--- src/rtl/lfhr_pkg.sv ---
// Package for the LED fire heat renderer: transaction payload structs,
// action codes, controller/datapath command and status structs, fire colour table.
// No dependencies.
package lfhr_pkg;

  localparam logic [1:0] ACT_DECAY  = 2'd0;
  localparam logic [1:0] ACT_INJECT = 2'd1;
  localparam logic [1:0] ACT_RENDER = 2'd2;

  localparam int FIRE_LEN = 12;

  typedef struct packed {
    logic [1:0] action;
    logic [4:0] column;
    logic [4:0] power;
  } in_item_t;

  typedef struct packed {
    logic [3:0] pixel_row;
    logic [4:0] pixel_column;
    logic [7:0] colour;
    logic       last;
  } out_item_t;

  typedef struct packed {
    logic load_dec;
    logic load_inj;
    logic load_rnd;
    logic step;
    logic side;
    logic wr_dec;
    logic wr_inj;
    logic heat_ld;
    logic emit;
  } cmd_t;

  typedef struct packed {
    logic p_le2;
    logic d_zero;
    logic ptr_last;
    logic y_last;
    logic out_free;
  } status_t;

  function automatic logic [7:0] fire_colour(input logic [3:0] idx);
    logic [7:0] c;
    case (idx)
      4'd0:    c = 8'd0;
      4'd1:    c = 8'd2;
      4'd2:    c = 8'd4;
      4'd3:    c = 8'd7;
      4'd4:    c = 8'd15;
      4'd5:    c = 8'd31;
      4'd6:    c = 8'd39;
      4'd7:    c = 8'd47;
      4'd8:    c = 8'd55;
      4'd9:    c = 8'd63;
      4'd10:   c = 8'd191;
      default: c = 8'd255;
    endcase
    return c;
  endfunction

endpackage

--- src/rtl/led_fire_heat_renderer.sv ---
// Channel   Dir  Payload     Handshake
// in_item   in   in_item_t   in_valid / in_stall
// out_item  out  out_item_t  out_valid / out_stall
//
// Decay: read then write of every column, through one address shared by both RAM ports.
// Inject with power p: read then write of each column touched, centre first, then right and left pairs.
// Render: heat is fetched first, then one pixel per cycle, HEIGHT pixels,
// slowed only by out_stall. Power 0 injects and unused actions are dropped while idle.
// Synchronous reset empties the heat store at once through per-column valid bits.
// Depends on lfhr_pkg, lfhr_ctrl, lfhr_dp, lfhr_ram.
module led_fire_heat_renderer
  import lfhr_pkg::*;
#(
  parameter int WIDTH  = 32,
  parameter int HEIGHT = 16
) (
  input  logic      clk,
  input  logic      rst,
  input  logic      in_valid,
  output logic      in_stall,
  input  in_item_t  in_item,
  output logic      out_valid,
  input  logic      out_stall,
  output out_item_t out_item
);

  cmd_t    cmd;
  status_t status;

  lfhr_ctrl u_ctrl (
    .clk      (clk),
    .rst      (rst),
    .in_valid (in_valid),
    .in_item  (in_item),
    .in_stall (in_stall),
    .status   (status),
    .cmd      (cmd)
  );

  lfhr_dp #(.WIDTH(WIDTH), .HEIGHT(HEIGHT)) u_dp (
    .clk       (clk),
    .rst       (rst),
    .in_item   (in_item),
    .cmd       (cmd),
    .status    (status),
    .out_valid (out_valid),
    .out_stall (out_stall),
    .out_item  (out_item)
  );

endmodule

--- src/rtl/lfhr_ram.sv ---
// Generic single-write, single-read RAM with registered read data.
// No dependencies.
module lfhr_ram #(
  parameter int DW    = 8,
  parameter int DEPTH = 32
) (
  input  logic                     clk,
  input  logic                     we,
  input  logic [$clog2(DEPTH)-1:0] waddr,
  input  logic [DW-1:0]            wdata,
  input  logic [$clog2(DEPTH)-1:0] raddr,
  output logic [DW-1:0]            rdata
);

  logic [DW-1:0] mem [DEPTH];

  always_ff @(posedge clk) begin
    if (we) begin
      mem[waddr] <= wdata;
    end
    rdata <= mem[raddr];
  end

endmodule

--- src/rtl/lfhr_ctrl.sv ---
// Controller state machine for the fire heat renderer: sequences decay
// sweeps, inject rings and render rows. Depends on lfhr_pkg.
module lfhr_ctrl
  import lfhr_pkg::*;
(
  input  logic     clk,
  input  logic     rst,
  input  logic     in_valid,
  input  in_item_t in_item,
  output logic     in_stall,
  input  status_t  status,
  output cmd_t     cmd
);

  localparam logic [3:0] S_IDLE   = 4'd0;
  localparam logic [3:0] S_DEC_RD = 4'd1;
  localparam logic [3:0] S_DEC_WR = 4'd2;
  localparam logic [3:0] S_INR_RD = 4'd3;
  localparam logic [3:0] S_INR_WR = 4'd4;
  localparam logic [3:0] S_INL_RD = 4'd5;
  localparam logic [3:0] S_INL_WR = 4'd6;
  localparam logic [3:0] S_RND_RD = 4'd7;
  localparam logic [3:0] S_RND_LD = 4'd8;
  localparam logic [3:0] S_RND_EM = 4'd9;

  logic [3:0] state, state_next;
  logic       accept;

  assign in_stall = (state != S_IDLE);
  assign accept   = in_valid && !in_stall;

  always_comb begin
    state_next = state;
    cmd        = '0;
    unique case (state)
      S_IDLE: begin
        if (accept) begin
          unique case (in_item.action)
            ACT_DECAY: begin
              cmd.load_dec = 1'b1;
              state_next   = S_DEC_RD;
            end
            ACT_INJECT: begin
              if (in_item.power != 5'd0) begin
                cmd.load_inj = 1'b1;
                state_next   = S_INR_RD;
              end
            end
            ACT_RENDER: begin
              cmd.load_rnd = 1'b1;
              state_next   = S_RND_RD;
            end
            default: ;
          endcase
        end
      end
      S_DEC_RD: state_next = S_DEC_WR;
      S_DEC_WR: begin
        cmd.wr_dec = 1'b1;
        if (status.ptr_last) begin
          state_next = S_IDLE;
        end else begin
          cmd.step   = 1'b1;
          state_next = S_DEC_RD;
        end
      end
      S_INR_RD: state_next = S_INR_WR;
      S_INR_WR: begin
        cmd.wr_inj = 1'b1;
        if (!status.d_zero) begin
          state_next = S_INL_RD;
        end else if (status.p_le2) begin
          state_next = S_IDLE;
        end else begin
          cmd.step   = 1'b1;
          state_next = S_INR_RD;
        end
      end
      S_INL_RD: begin
        cmd.side   = 1'b1;
        state_next = S_INL_WR;
      end
      S_INL_WR: begin
        cmd.side   = 1'b1;
        cmd.wr_inj = 1'b1;
        if (status.p_le2) begin
          state_next = S_IDLE;
        end else begin
          cmd.step   = 1'b1;
          state_next = S_INR_RD;
        end
      end
      S_RND_RD: state_next = S_RND_LD;
      S_RND_LD: begin
        cmd.heat_ld = 1'b1;
        state_next  = S_RND_EM;
      end
      S_RND_EM: begin
        if (status.out_free) begin
          cmd.emit = 1'b1;
          if (status.y_last) begin
            state_next = S_IDLE;
          end
        end
      end
      default: state_next = S_IDLE;
    endcase
  end

  always_ff @(posedge clk) begin
    if (rst) begin
      state <= S_IDLE;
    end else begin
      state <= state_next;
    end
  end

endmodule

--- src/rtl/lfhr_dp.sv ---
// Datapath for the fire heat renderer: heat store with valid bits, ring
// pointers, saturating update, row counter and output register.
// Depends on lfhr_pkg and lfhr_ram.
module lfhr_dp
  import lfhr_pkg::*;
#(
  parameter int WIDTH  = 32,
  parameter int HEIGHT = 16
) (
  input  logic      clk,
  input  logic      rst,
  input  in_item_t  in_item,
  input  cmd_t      cmd,
  output status_t   status,
  output logic      out_valid,
  input  logic      out_stall,
  output out_item_t out_item
);

  localparam int AW   = $clog2(WIDTH);
  localparam int HW   = $clog2(HEIGHT + 1);
  localparam int YW   = $clog2(HEIGHT);
  localparam int MW   = (AW > 5) ? AW : 5;
  localparam int SUMW = ((HW > 5) ? HW : 5) + 1;
  localparam int SW   = HW + 1;

  logic [AW-1:0]  rptr, lptr, addr;
  logic [4:0]     pwr;
  logic           d_zero;
  logic [4:0]     col;
  logic [YW-1:0]  y;
  logic [HW-1:0]  heat;
  logic [WIDTH-1:0] valid;
  logic [HW-1:0]  rdata, cur, wdata;
  logic           we;
  logic [MW:0]    col_w, col_mod;
  logic [AW-1:0]  centre;
  logic [SUMW-1:0] sum;
  logic [SW-1:0]  s, t;
  logic [3:0]     idx;
  logic [YW+3:0]  y_ext;
  logic           out_free;

  assign col_w   = (MW+1)'(in_item.column);
  assign col_mod = (col_w >= (MW+1)'(WIDTH)) ? col_w - (MW+1)'(WIDTH) : col_w;
  assign centre  = col_mod[AW-1:0];

  assign addr = cmd.side ? lptr : rptr;
  assign cur  = valid[addr] ? rdata : '0;

  assign sum = SUMW'(cur) + SUMW'(pwr);
  always_comb begin
    if (cmd.wr_dec) begin
      wdata = (cur == '0) ? '0 : cur - HW'(1);
    end else if (sum >= SUMW'(HEIGHT)) begin
      wdata = HW'(HEIGHT);
    end else begin
      wdata = sum[HW-1:0];
    end
  end
  assign we = cmd.wr_dec || cmd.wr_inj;

  lfhr_ram #(.DW(HW), .DEPTH(WIDTH)) u_ram (
    .clk   (clk),
    .we    (we),
    .waddr (addr),
    .wdata (wdata),
    .raddr (addr),
    .rdata (rdata)
  );

  always_ff @(posedge clk) begin
    if (rst) begin
      valid <= '0;
    end else if (we) begin
      valid[addr] <= 1'b1;
    end
  end

  always_ff @(posedge clk) begin
    if (cmd.load_dec) begin
      rptr <= '0;
    end else if (cmd.load_inj || cmd.load_rnd) begin
      rptr <= centre;
    end else if (cmd.step) begin
      rptr <= (rptr == AW'(WIDTH - 1)) ? '0 : rptr + AW'(1);
    end
    if (cmd.load_inj) begin
      lptr   <= centre;
      pwr    <= in_item.power;
      d_zero <= 1'b1;
    end else if (cmd.step) begin
      lptr   <= (lptr == '0) ? AW'(WIDTH - 1) : lptr - AW'(1);
      pwr    <= pwr - 5'd2;
      d_zero <= 1'b0;
    end
    if (cmd.load_rnd) begin
      col <= in_item.column;
      y   <= '0;
    end else if (cmd.emit) begin
      y <= y + YW'(1);
    end
    if (cmd.heat_ld) begin
      heat <= cur;
    end
  end

  assign s   = SW'(y) + SW'(heat);
  assign t   = s - SW'(HEIGHT);
  assign idx = (s < SW'(HEIGHT)) ? 4'd0 :
               (t >= SW'(FIRE_LEN - 1)) ? 4'(FIRE_LEN - 1) : t[3:0];
  assign y_ext = {4'b0, y};

  assign out_free = !out_valid || !out_stall;

  always_ff @(posedge clk) begin
    if (rst) begin
      out_valid <= 1'b0;
    end else if (cmd.emit) begin
      out_valid <= 1'b1;
    end else if (!out_stall) begin
      out_valid <= 1'b0;
    end
  end

  always_ff @(posedge clk) begin
    if (cmd.emit) begin
      out_item.pixel_row    <= y_ext[3:0];
      out_item.pixel_column <= col;
      out_item.colour       <= fire_colour(idx);
      out_item.last         <= (y == YW'(HEIGHT - 1));
    end
  end

  assign status.p_le2    = (pwr <= 5'd2);
  assign status.d_zero   = d_zero;
  assign status.ptr_last = (rptr == AW'(WIDTH - 1));
  assign status.y_last   = (y == YW'(HEIGHT - 1));
  assign status.out_free = out_free;

endmodule

--- config.mk ---
export PLATFORM = sky130hd
export DESIGN_NAME = led_fire_heat_renderer
export DESIGN_NICKNAME = d
export VERILOG_FILES = /design/src/rtl/lfhr_pkg.sv /design/src/rtl/led_fire_heat_renderer.sv /design/src/rtl/lfhr_ram.sv /design/src/rtl/lfhr_ctrl.sv /design/src/rtl/lfhr_dp.sv
export SDC_FILE = /design/constraint.sdc
export NUM_CORES = 1
export LEC_CHECK = 0
export BUFFER_PORTS_ARGS = -buffer_cell sky130_fd_sc_hd__buf_2
export CAP_MARGIN = 0
export CORE_UTILIZATION = 50
export CTS_CLUSTER_DIAMETER = 40
export CTS_CLUSTER_SIZE = 10
export DETAILED_ROUTE_END_ITERATION = 12
export PLACE_DENSITY = 0.63
export SLEW_MARGIN = 40
export SYNTH_ARGS = -nofsm -noshare
export SYNTH_HDL_FRONTEND = slang
export SYNTH_SLANG_ARGS = --single-unit
--- constraint.sdc ---
create_clock -name clk -period 5.05 [get_ports clk]
set_input_delay 0.2525 -clock clk [delete_from_list [all_inputs] [get_ports clk]]
set_output_delay 0.2525 -clock clk [all_outputs]
set_load 0.1 [all_outputs]
==> run metrics, run 1 <==
status=finished clean; Num Clock Sinks=250; relative slew slack=44.4%; EDFF count, synth=198; Reg clk slew, reported paths=0.05 ns; CP max-delay cell=or4_1; postcts setup bufs=0; vias per cell=6.04; Nets=916; min setup slack post-route=0.414 ns; Starting Density=51.7%; CTS tree=done; dpl cells=about 1100; Fillers=1647; cell taking the most area after synthesis=edfxtp_1; Post-synth top flop=edfxtp_1; Seq/Total Area, Yosys=approximately 63%; Final Hold Viols=0; initial antenna violation count=0; Final Instance Area=between 0.01 and 0.015 mm²; Yosys cell types=58; # IOs=36; Pint=5.66 mW; multiplexer area fraction after synthesis=about a tenth; # rows=53; skew final=0.0178 ns; Crit Path Class=reg2reg; crit path DAT=4.98 ns; top-count cell post-synth=edfxtp_1; WP buf/inv=1; Die ar.=approximately 0.023 mm²; Post-synth top cells=198 x edfxtp_1, 133 x nor2_1, 52 x dfxtp_1; Setup TNS=0 ns; DRC=0; clock network power share=between 20 and 30%; Post-Synthesis Cells=817; Pleak=4.58 nW; Mean Syn Cell Area=13.5 µm²; FFs w/ async S/R, synth=0%; routed len/inst=22.3 µm; Synth Area in XOR/XNOR=1.35%; Synth Register Bits=250; slowest stage delay, CP=about 0.63 ns; family with the most delay on the worst path=simple AND/OR/NAND/NOR gates; post-synthesis compound-gate area fraction=8.97%; Final min period=4.64 ns; Skew-Pair Late Insertion Delay=~0.5 ns; Slew @ Worst Pin=0.831 ns; chip width=151 µm; DR pass1 iterations=5; Routed Antenna Nets=0; Max Cap Viol=0; CP Capture Type=flip-flop; Detailed Place HPWL=18.6 mm; vias in the first global route=7301; Routed WL=26.3 mm; Finish-stage setup viols=0; Simple-Gate Fraction of Synth Area=~11%; number of diodes=0; worst path required time=5.39 ns; HP Class=in2reg; Slew Limit Fails=0; Clock H-tree levels=2; port buffer count=35; Setup crit start kind=flip-flop; die height=151 µm; GP Congestion=0.893; Clock Path Buffers=3; Yosys top cell area share=53.9%; cell area power density=around 660 mW/mm²; Sequential Power Share=37.3%; worst-path cell chain=nand2b_1 -> or4_1 -> a211oi_1 -> a22oi_1 -> and4_1 -> and3_4 -> ha_1 -> fa_1 -> a21o_1 -> a21oi_1 -> o21ai_0 -> nor2_1 -> nand2_1 -> o31ai_4 -> buf_4; top cells by area, synth=edfxtp_1 54%, dfxtp_1 9.4%, mux4_2 8.2%; drt initial violations=456; CP max FO=17; core area=0.0214 mm²; total CTS buffers=36; switching pwr=2.93 mW; GRT overflow=0; sw frac=34.1%; Synthesized Nets=854; Cell Count, Final, Fillers Out=roughly 1200; RSZ-0062 raised after global routing=no; Adder-Cell Fraction of Synth Area=roughly 2.5%; Post-DP Area=approximately 0.012 mm²; post-synthesis cell area=0.0110 mm²; VDD IR max=0.000391 V; Place WS=0.306 ns; main combinational cell family by area after synthesis=simple AND/OR/NAND/NOR gates; share of cells above drive strength 1=19.9%; global-route wire length before repair=between 40 and 50 mm; Logic pwr share=34.4%; largest net degree at the start of global routing=43; Tcrit/Tclk final=91.8%; DR vias=7136; Peak Freq=216 MHz; Total Routing Usage GR=24.5%; synth warn=0; P&R area growth vs syn=17.3%; Clock Root Buffer=clkbuf_16
==> power groups by stage <==
stage / Clock, mW / Combinational [mW] / Sequential, mW
2_1_floorplan: 0 / 1.87 / 3.18
3_3_place_gp: 0 / 2.66 / 3.26
3_5_place_dp: 0 / 2.88 / 3.25
4_1_cts: 2.46 / 2.90 / 3.21
5_1_grt: 2.55 / 3.21 / 3.22
6_report: 2.43 / 2.96 / 3.21
==> state kept, by name, summed over array words and instances, names as in the netlist <==
register and flops:
u_dp.col 5, u_dp.heat 5, u_dp.rptr 5, u_dp.pwr 5, u_dp.y 4, u_dp.out_item 18
u_dp.valid 32, u_ctrl.state 4, u_dp.d_zero 1, u_dp.lptr 5, u_dp.u_ram.rdata 5, u_dp.u_ram.mem 160
u_dp.out_valid 1
==> placed cells by master (no fill, tap or decap), drive strengths merged, types with 6 or more instances in the layout <==
master  netlist  routed
edfxtp      198     198
nor2        133     133
buf          19      61
dfxtp        52      52
clkbuf       23      52
mux4         40      40
a22oi        32      32
nand2        31      31
o21ai        27      27
a21oi        23      23
mux2i        22      22
nand3        21      21
nor3         21      21
ha           19      19
inv          15      18
a211oi       12      12
nand4        11      11
and3         10      10
xor2          9       9
xnor2         8       8
and2          8       8
o31ai         8       8
a31oi         7       7
nand2b        6       6
a221oi        6       6
==> final cells by class <==
type | instances | area, µm² | area share, %
flip-flops and latches | 250 | 6990 | 54.0
repair buffers | 66 | 464 | 3.59
clock buffers | 52 | 1040 | 8.07
clock inverters | 13 | 136 | 1.05
well taps | 275 | 344 | 2.66
multi-input cells | 510 | 3910 | 30.2
inverters | 15 | 56.3 | 0.435
==> cells by family after synthesis <==
logic type	count (synthesis)
flops	250
fa+ha+maj	21
xor+xnor	17
compound gates	143
mux	66
buf+inv	57
simple gates	263
==> worst reg2reg max path: stages, from the launching register on <==
cell and delay (ns):
dfxtp_1 0.40, nand2b_1 0.35, or4_1 0.63, a211oi_1 0.35, a22oi_1 0.19, and4_1 0.31
and3_4 0.24, ha_1 0.23, fa_1 0.43, a21o_1 0.18, a21oi_1 0.15, o21ai_0 0.15
nor2_1 0.22, nand2_1 0.13, o31ai_4 0.19, buf_4 0.33
==> worst paths after layout <==
path / start / to / slack, ns / depth (start not counted)
worst max-delay path: u_ctrl.state[3]$_SDFFE_PP0P_ / u_dp.u_ram.mem[23][0]$_DFFE_PP_ / 0.41 / 15
worst min-delay path: in_item[0] / u_dp.pwr[0]$_DFFE_PP_ / 0.05 / 2
worst max register to register: u_ctrl.state[3]$_SDFFE_PP0P_ / u_dp.u_ram.mem[23][0]$_DFFE_PP_ / 0.41 / 15
worst min register to register: u_dp.col[4]$_DFFE_PP_ / u_dp.out_item[13]$_DFFE_PP_ / 0.42 / 0
==> metrics by stage <==
stage | utilization, % | hold slack (ns) | power (mW)
floorplan | - | 0.351 | 5.06
global route | 60.6 | 0.0428 | 8.99
detailed placement | 54.6 | 0.406 | 6.13
CTS | 60.4 | 0.0332 | 8.57
global placement | 54.3 | 0.404 | 5.92
finish | 60.6 | 0.0498 | 8.59
==> what timing repair did <==
action / CTS / global route
hold buffers: 5 / 0
endpoints found under the hold margin: 5 / 0
setup endpoints to repair: 0 / 85
gates resized for setup: 0 / 3
==> metal layers <==
layer  global-route usage (%)  wire (µm)  vias to the layer above
met1                     31.1      11000                     3558
met5                        0          0                        -
met3                     4.58       1390                       61
li1                         -          -                     3287
met2                     41.3      13100                      230
met4                     9.65        837                        0
Power figures use the tool's default switching activity.
==> inputs of run 2 (changes only) <==
--- a/config.mk
+++ b/config.mk
@@ -7,11 +7,13 @@
 export LEC_CHECK = 0
 export BUFFER_PORTS_ARGS = -buffer_cell sky130_fd_sc_hd__buf_2
 export CAP_MARGIN = 0
+export CELL_PAD_IN_SITES_DETAIL_PLACEMENT = 1
+export CELL_PAD_IN_SITES_GLOBAL_PLACEMENT = 1
 export CORE_UTILIZATION = 50
 export CTS_CLUSTER_DIAMETER = 40
 export CTS_CLUSTER_SIZE = 10
 export DETAILED_ROUTE_END_ITERATION = 12
-export PLACE_DENSITY = 0.63
+export PLACE_DENSITY = 0.74
 export SLEW_MARGIN = 40
 export SYNTH_ARGS = -nofsm -noshare
 export SYNTH_HDL_FRONTEND = slang
==> run 2 against run 1 <==
Clock power is essentially flat. First-iteration DRC count grew 7.0%. Total power grew 1.5%. Largest power group unchanged.
==> run metrics, run 2 (synthesis gave the netlist of run 1 again) <==
status=finished clean; CTS tree=done; skew final=0.0332 ns; global-route wire length before repair=45.8 mm; crit path DAT=5.00 ns; vias per cell=6.21; Fillers=2049; Nets=~900; port buffer count=35; GRT overflow=0; Place WS=~0.29 ns; Crit Path Class=reg2reg; # rows=53; Starting Density=51.7%; routed len/inst=25.4 µm; Clock Root Buffer=clkbuf_16; CP Capture Type=flip-flop; initial antenna violation count=0; min setup slack post-route=between 0.3 and 0.4 ns; cell area power density=between 600 and 700 mW/mm²; GP Congestion=0.929; RSZ-0062 raised after global routing=no; P&R area growth vs syn=17.0%; Setup TNS=0 ns; Tcrit/Tclk final=approximately 93%; Total Routing Usage GR=27.7%; Clock H-tree levels=2; relative slew slack=45.4%; Peak Freq=roughly 210 MHz; CP max FO=32; Final Hold Viols=0; VDD IR max=0.000439 V; Routed Antenna Nets=0; worst path required time=5.35 ns; # IOs=36; Largest Register=u_dp.u_ram.mem; core area=~0.021 mm²; Routed WL=30.0 mm; chip width=151 µm; largest net degree at the start of global routing=43; Cell Count, Final, Fillers Out=1182; dpl cells=1108; vias in the first global route=a little under 8000; total power=8.73 mW; Pleak=approximately 4.6 nW; Max Cap Viol=0; DR pass1 iterations=4; HP Class=in2reg; Setup crit start kind=flip-flop; Slew Limit Fails=0; Detailed Place HPWL=roughly 21 mm; total CTS buffers=37; Slew @ Worst Pin=0.813 ns; Die ar.=0.0227 mm²; DR vias=7341; worst hold slack=0.0481 ns; Sequential Area=0.00699 mm²; Clock Path Buffers=3; number of diodes=0; Largest register FFs=160; Finish-stage setup viols=0; die height=151 µm; Skew-Pair Late Insertion Delay=0.53 ns; most frequent cells in the layout=198 x edfxtp_1, 132 x nor2_1, 52 x dfxtp_1; Num Clock Sinks=250; Final min period=~4.7 ns; share of cells above drive strength 1=19.4%; drt initial violations=488; DRC=0; multi-input logic area=between 0.003 and 0.004 mm²; Reg clk slew, reported paths=0.05 ns; Largest regs=u_dp.u_ram.mem x160, u_dp.valid x32, u_dp.out_item x18; commonest non-fill, non-tap cell in the layout=edfxtp_1
==> run 2: final cells by class <==
type	count	area share, %
tap	275	2.67
clock inverter	15	1.31
sequential	250	54.1
inverter	15	0.436
clock buffer	53	7.88
multi-input combinational	510	30.2
timing repair buffer	64	3.38
==> run 2: critical path, cell delays in order (launching register included) <==
cell,delay (ns)
dfxtp_1,0.41
nand2b_1,0.50
or4_1,0.70
a211oi_1,0.26
a22oi_1,0.15
and4_1,0.31
and3_4,0.25
ha_1,0.23
fa_1,0.43
a21o_1,0.19
a21oi_1,0.15
o21ai_0,0.14
nor2_1,0.21
nand2_1,0.15
o31ai_4,0.08
buf_4,0.33
==> run 2: final timing paths <==
kind	startpoint	end	slack, ns	cells past startpoint
setup / recovery	u_ctrl.state[3]$_SDFFE_PP0P_	u_dp.u_ram.mem[30][2]$_DFFE_PP_	0.34	15
hold / removal	out_stall	u_dp.out_valid$_SDFFE_PP0P_	0.05	3
setup reg to reg	u_ctrl.state[3]$_SDFFE_PP0P_	u_dp.u_ram.mem[30][2]$_DFFE_PP_	0.34	15
hold reg to reg	u_dp.col[0]$_DFFE_PP_	u_dp.out_item[9]$_DFFE_PP_	0.42	0
==> run 2: metal layers <==
metal / global-route usage [%] / vias to the layer above / wire length (µm)
met5: 0 / - / 0
met1: 35.0 / 3780 / 12500
met2: 48.3 / 214 / 15400
met3: 4.09 / 65 / 1230
met4: 9.75 / 0 / 839
li1: - / 3282 / -
==> run 2: timing repair <==
item                                   CTS  global route
endpoints found under the hold margin    5             0
setup endpoints to repair                0            90
gates resized for setup                  0             1
hold buffers                             5             0
buffers inserted                         0             0
==> run 2: through the flow <==
stage / area [µm²] / utilization [%]
after global routing: 12900 / 60.5
after CTS: 12900 / 60.4
final: 12900 / 60.5
after detailed placement: 11700 / 54.6
after floorplan: 11000 / -
after global placement: 11600 / 54.3
==> run 2: power breakdown <==
| part | switching, mW | total, mW | internal, mW |
|---|---|---|---|
| sequential | 0.150 | 3.19 | 3.05 |
| combinational | 2.02 | 3.09 | 1.06 |
| clock | 0.921 | 2.44 | 1.52 |
